File: config.mk
export PLATFORM = sky130hd
export DESIGN_NAME = pcxrle_pos
export DESIGN_NICKNAME = d
export VERILOG_FILES = /design/src/rtl/pcxrle_pkg.sv /design/src/rtl/pcxrle_pos.sv
export SDC_FILE = /design/constraint.sdc
export NUM_CORES = 1
export LEC_CHECK = 0
export ABC_AREA = 1
export ABC_CLOCK_PERIOD_IN_PS = 6600
export BUFFER_PORTS_ARGS = -buffer_cell sky130_fd_sc_hd__buf_2
export CAP_MARGIN = 0
export CORE_MARGIN = 8
export CORE_UTILIZATION = 45
export DETAILED_ROUTE_END_ITERATION = 8
export SLEW_MARGIN = 15
export SYNTH_ARGS = -nofsm -noshare
export SYNTH_HDL_FRONTEND = slang
export SYNTH_SLANG_ARGS = --single-unit
File: constraint.sdc
create_clock -name clock -period 6.6 [get_ports clock]
set_input_delay 0.33 -clock clock [delete_from_list [all_inputs] [get_ports clock]]
set_output_delay 0.33 -clock clock [all_outputs]
set_load 0.05 [all_outputs]
File: src/rtl/pcxrle_pkg.sv
package pcxrle_pkg;

   // Width of the column and row counters and of the size registers.
   localparam int COORD_BITS = 16;

   // Byte code that marks a run: both top bits set.
   localparam logic [7:0] RUN_MARK = 8'hC0;

   // Size registers after reset, cut to the counter width.
   localparam logic [COORD_BITS-1:0] WIDTH_RESET = COORD_BITS'(320);
   localparam logic [COORD_BITS-1:0] COUNT_RESET = COORD_BITS'(200);

   // Register byte addresses on the configuration port.
   localparam int CSR_ADDR_BITS = 3;
   localparam logic [CSR_ADDR_BITS-1:0] ADDR_ROW_WIDTH = 3'd0;
   localparam logic [CSR_ADDR_BITS-1:0] ADDR_ROW_COUNT = 3'd4;

   typedef struct packed {
      logic [7:0] data_byte;
      logic       frame_start;
   } req_type;

   typedef struct packed {
      logic [7:0] pixel;
      logic       last_of_item;
      logic       row_end;
      logic       image_end;
   } rsp_type;

   // Commands from the sequencer to the position tracker.
   typedef struct packed {
      logic clear;
      logic step;
   } pos_ctrl_type;

   // Status from the position tracker, valid in the same cycle.
   typedef struct packed {
      logic row_end;
      logic image_end;
      logic image_done;
   } pos_stat_type;

endpackage

File: src/rtl/pcxrle_pos.sv
module pcxrle_pos (
   input  logic                               clock,
   input  logic                               reset,
   input  logic [pcxrle_pkg::COORD_BITS-1:0]  row_width,
   input  logic [pcxrle_pkg::COORD_BITS-1:0]  row_count,
   input  pcxrle_pkg::pos_ctrl_type           ctrl,
   output pcxrle_pkg::pos_stat_type           stat
);
   import pcxrle_pkg::*;

   logic [COORD_BITS-1:0] column_ff, column_in;
   logic [COORD_BITS-1:0] row_ff, row_in;
   logic                  done_ff, done_in;

   logic [COORD_BITS-1:0] col_eff, row_eff;
   logic                  done_eff;
   logic [COORD_BITS:0]   col_next, row_next;
   logic                  rend, iend;

   // A frame start clears the position before the byte is decoded.
   assign col_eff  = ctrl.clear ? '0 : column_ff;
   assign row_eff  = ctrl.clear ? '0 : row_ff;
   assign done_eff = ctrl.clear ? 1'b0 : done_ff;

   // Shared compare unit: does the next pixel close the row, and the image?
   assign col_next = {1'b0, col_eff} + (COORD_BITS+1)'(1);
   assign row_next = {1'b0, row_eff} + (COORD_BITS+1)'(1);
   assign rend     = col_next >= {1'b0, row_width};
   assign iend     = rend && (row_next >= {1'b0, row_count});

   assign stat.row_end    = rend;
   assign stat.image_end  = iend;
   assign stat.image_done = done_eff;

   // Advance the position by one pixel on each step.
   always_comb begin
      column_in = col_eff;
      row_in    = row_eff;
      done_in   = done_eff;
      if (ctrl.step) begin
         if (rend) begin
            column_in = '0;
            if (iend) begin
               row_in  = '0;
               done_in = 1'b1;
            end else begin
               row_in = row_next[COORD_BITS-1:0];
            end
         end else begin
            column_in = col_next[COORD_BITS-1:0];
         end
      end
   end

   always_ff @(posedge clock) begin
      if (reset) begin
         column_ff <= '0;
         row_ff    <= '0;
         done_ff   <= 1'b0;
      end else begin
         column_ff <= column_in;
         row_ff    <= row_in;
         done_ff   <= done_in;
      end
   end

endmodule
# --- Yosys cells after proc, flatten, opt, wreduce, memory -nomap -nowiden ---
# Index checks and enable logic that the tools add are counted.
totals:
  input_bits: 36
  regBits: 33
  wordCells: 19
  output_inout_bits: 3
classes:
  add_sub_neg: 2
  n_lt_le_gt_ge: 2
  reduce_logical: 1
  muxes: 11
ops:
  columns: ["operator", "n"]
  rows:
  - ["16-bit 2-to-1 mux", 7]
  - ["16-bit by 1-bit adder with 17-bit output, second input constant", 2]
  - ["17-bit by 16-bit >= comparator with 1-bit output", 2]
  - ["1-bit 2-to-1 mux", 4]
  - ["1-bit logical AND", 1]

# --- Longest topological paths before layout ---
logic_depth:
  depth_word: 7
  depth_mapped: 25

# --- Worst setup path after synthesis ---
# Ideal clock, no wire load.
synth_path:
  path_type: "input port to output port"
  startpoint: "input ctrl[1] in the netlist's numbering"
  endpoint: "output stat[2] in the netlist's numbering"
  t_arrival_ps: 3188
  n_path_buf: 4
  path_stages: 23
  path_slack_ps: 3082
  path_cell_list: "buf_6 > buf_8 > nor2_4 > ha_1 > inv_1 > nor2_2 > nand4_2 > nor2_4 > nand2_1 > nor2_1 > xor2_1 > inv_1 > ha_1 > nand2_1 > nor2_1 > nand2_1 > nand2_1 > nand2_1 > nand2_1 > nand2_1 > nand2_4 > buf_6 > buf_4"
synth_via:
  elab_chain_len: 3
synth_rtl:
  columns: ["element", "line_no", "source"]
  rows:
  - ["from (decl)", "pcxrle_pos.sv:6", "input pcxrle_pkg::pos_ctrl_type ctrl,"]
  - ["16-bit 2-to-1 mux", "pcxrle_pos.sv:21", "assign col_eff = ctrl.clear ? '0 : column_ff;"]
  - ["16-bit by 1-bit adder with 17-bit output", "pcxrle_pos.sv:26", "assign col_next = {1'b0, col_eff} + (COORD_BITS+1)'(1);"]
  - ["17-bit by 16-bit >= comparator with 1-bit output", "pcxrle_pos.sv:28", "assign rend = col_next >= {1'b0, row_width};"]
  - ["to (decl)", "pcxrle_pos.sv:7", "output pcxrle_pkg::pos_stat_type stat"]
# No other way between the ends.

==> key figures <==
Status
  • Outcome: finished, final reports clean

Floorplan
  • Die H: 104 microns
  • Ports: 39
  • Die area: ~11000 sq um
  • Initial Utilization: between 40% and 50%
  • DIE WIDTH: 104 microns
  • Core area: ~7600 sq um
  • Core Rows: 32

Clocking
  • Cts hold-fix bufs: 0
  • Register clock-pin slew on the reported worst setup and hold paths: roughly 70 ps
  • Post-CTS Resized: 0
  • CTS sink count: 33
  • CTS tree: built
  • Bufs on Longest Clock Path: 2
  • Setup bufs post-CTS: 0
  • Max H-tree Level: 2
  • Num CTS Buffers: 5
  • Clock Latency Late Sink: roughly 290 ps
  • Cell chosen for the clock root: clkbuf_8

Timing
  • RSZ-0062 raised after global routing: false
  • Slew @ Worst Pin: 857 ps
  • Slew Viols, Final: 0
  • Setup Viol. Count Final: 0
  • Worst slew margin: between 40% and 50%
  • Clock period minus worst slack: ~4600 ps
  • Worst setup margin: 1980 ps
  • FMAX: ~220 MHz
  • Clock skew: about 5.7 ps
  • Fin Setup TNS: 0 ps
  • Fin crit share: between 60 and 70%
  • WHS: 488 ps
  • Final Hold Fails: 0

Job
  • Max Cap Viol: 0

Worst hold path
  • Min-Delay Path Class: flip-flop to flip-flop
  • Hold depth: 2

Layout
  • FF+latch area: roughly 660 sq um
  • Area grow syn2layout: 8.13%
  • Commonest cells after routing, fill and taps aside: nand2_1, inv_1, nor2_1
  • Filler cells: approximately 850
  • Layout net count: between 600 and 700
  • Share of cells above drive strength 1: 18.6%
  • Most common cell after layout, fill and taps aside: nand2_1
  • Number of diodes: 0
  • Final Core Density: between 40% and 50%
  • Multi-input logic area: approximately 2300 sq um

Global route
  • Grt ovf: 0
  • Antenna violations before repair: 0
  • Number of global-route vias before repair: about 3.2k
  • Gr usage total: around 16%
  • First-pass GRT wire length: 14.9 mm
  • Largest net degree at the start of global routing: 36

Route
  • Vias: about 3.3k
  • ANT nets after route: 0
  • Drt first pass iters: 4
  • DRC viols: 0
  • Wire per inst: between 10 and 15 microns
  • Total wire length: 8.75 mm
  • Initial drt markers: between 100 and 150
  • Via density: 4.92

Setup path
  • Cell mode on critical path: nand2_1
  • CP Launch Type: input port
  • Critical path class: input port to output port
  • Worst EP required: 6270 ps
  • CP max stage delay: between 300 and 400 ps
  • Arr. time, crit path: roughly 4300 ps
  • Crit Path Max Fanout: 24
  • CP cell instances: buf_2, nor2_2, ha_1, inv_1, nor2_2, nand4_2, nor2_4, nand2_1, nor2_1, xor2_1, inv_1, ha_1, nand2_1, nor2_1, nand2_1, nand2_1, nand2_1, nand2_1, nand2_1, nand2_4, buf_2
  • FF-to-FF path depth: 23
  • Critical Path End Type: output port
  • Critical Path Slowest Stage Cell: nand2_1

Synth
  • Post-Synthesis Cells: between 500 and 600
  • Synthesized area: between 3000 and 4000 sq um
  • Post-synthesis sequential area ratio: 18.8%
  • Avg Cell Area, Syn: 6.47 sq um
  • Syn_nets: roughly 610
  • Synth Warn #: 0
  • Synth unique cells: 39
  • Synth Register Bits: 33

Placed design
  • Post-DP HPWL: between 6 and 7 mm
  • PortBufs: 38
  • Final RePlAce weighted congestion: 0.874
  • Post-place setup slack: about 2000 ps

Power
  • Worst VDD drop: roughly 0.000075 V
  • Leakage Power: 1.96 nW
  • PD cells: about 110 nW/um^2
[metal layers]
layer / wire length, microns / up-vias / global-route usage, %
li1: - / 1750 / -
met1: 3880 / 1472 / 17.9
met2: 4390 / 71 / 30.3
met3: 333 / 11 / 2.97
met4: 144 / 0 / 5.07
met5: 0 / - / 0
[final timing paths]
path               end    startpoint  slack [ps]
min            done_ff       done_ff         490
max reg2reg  row_ff[5]  column_ff[0]        2590
min reg2reg    done_ff       done_ff         490
max            stat[2]       ctrl[1]        1980
[synthesized netlist by cell type]
master,number,area share (%)
a31oi_1,1,0.18
nand4_2,1,0.36
xor2_2,2,0.93
nand2_2,10,1.8
buf_6,2,0.64
nor3_4,1,0.46
nand2_4,4,1.3
nand3_1,42,6.0
ha_1,34,12
a21boi_4,1,0.54
xnor2_1,2,0.50
nor3_1,2,0.29
and3_1,2,0.36
buf_8,2,0.86
a21oi_4,1,0.46
clkbuf_1,7,0.75
a21oi_1,38,5.4
nor3_2,5,1.4
nand2_1,107,11
dfxtp_1,33,19
o21ai_2,2,0.50
nor2_8,1,0.57
buf_1,2,0.21
buf_4,3,0.64
nand4_1,16,2.9
buf_2,2,0.29
nor2_1,58,6.2
a21oi_2,1,0.25
inv_1,97,10
clkinv_1,1,0.11
inv_2,8,0.86
a21o_1,2,0.43
o21ai_0,6,0.86
o21ai_1,2,0.29
o21a_1,1,0.21
nor2_4,12,3.9
xor2_1,17,4.2
nor2_2,11,2.0
nand3b_1,3,0.64
[final cells by class]
cell class / count / share of cell area (%)
timing repair buffer: 38 / 5.01
inverter: 106 / 10.5
sequential: 33 / 17.4
clock inverter: 3 / 0.462
clock buffer: 5 / 1.81
tap: 102 / 3.37
multi-input combinational: 385 / 61.4
[state kept, by name, summed over array words and instances, names as in the netlist]
| signal | flops |
|---|---|
| column_ff | 16 |
| row_ff | 16 |
| done_ff | 1 |
[logic make-up after synthesis]
logic type	after synthesis	synth area share (%)
DFF	33	18.8
AOI/OAI and AO/OA	55	9.13
buffers and inverters	124	14.7
xor gates and xnor gates	21	5.67
adders and majority gates	34	12.1
and+or+nand+nor	275	39.5
[power by group]
part	internal (mW)	total [mW]	switching, mW	leakage, nW
combinational	0.0242	0.0721	0.0478	1.65
clock	0.0728	0.153	0.0798	0.0439
sequential	0.202	0.204	0.00146	0.267
[metrics by stage]
| stage | total power [mW] | instance area [sq um] | instances |
|---|---|---|---|
| finish | 0.429 | 3790 | 672 |
| global route | 0.449 | 3790 | 672 |
| CTS | 0.433 | 3790 | 672 |
| detailed placement | 0.281 | 3710 | 664 |
| global placement | 0.280 | 3710 | 664 |
| floorplan | 0.261 | 3510 | 542 |
[critical path, delay by kind of cell]
family                   cells  cell delay [ps]
buffers and inverters        4              820
XOR/XNOR                     1              210
adder cells (fa/ha/maj)      2              530
AND/OR/NAND/NOR             14             2360
Power figures use the tool's default switching activity.
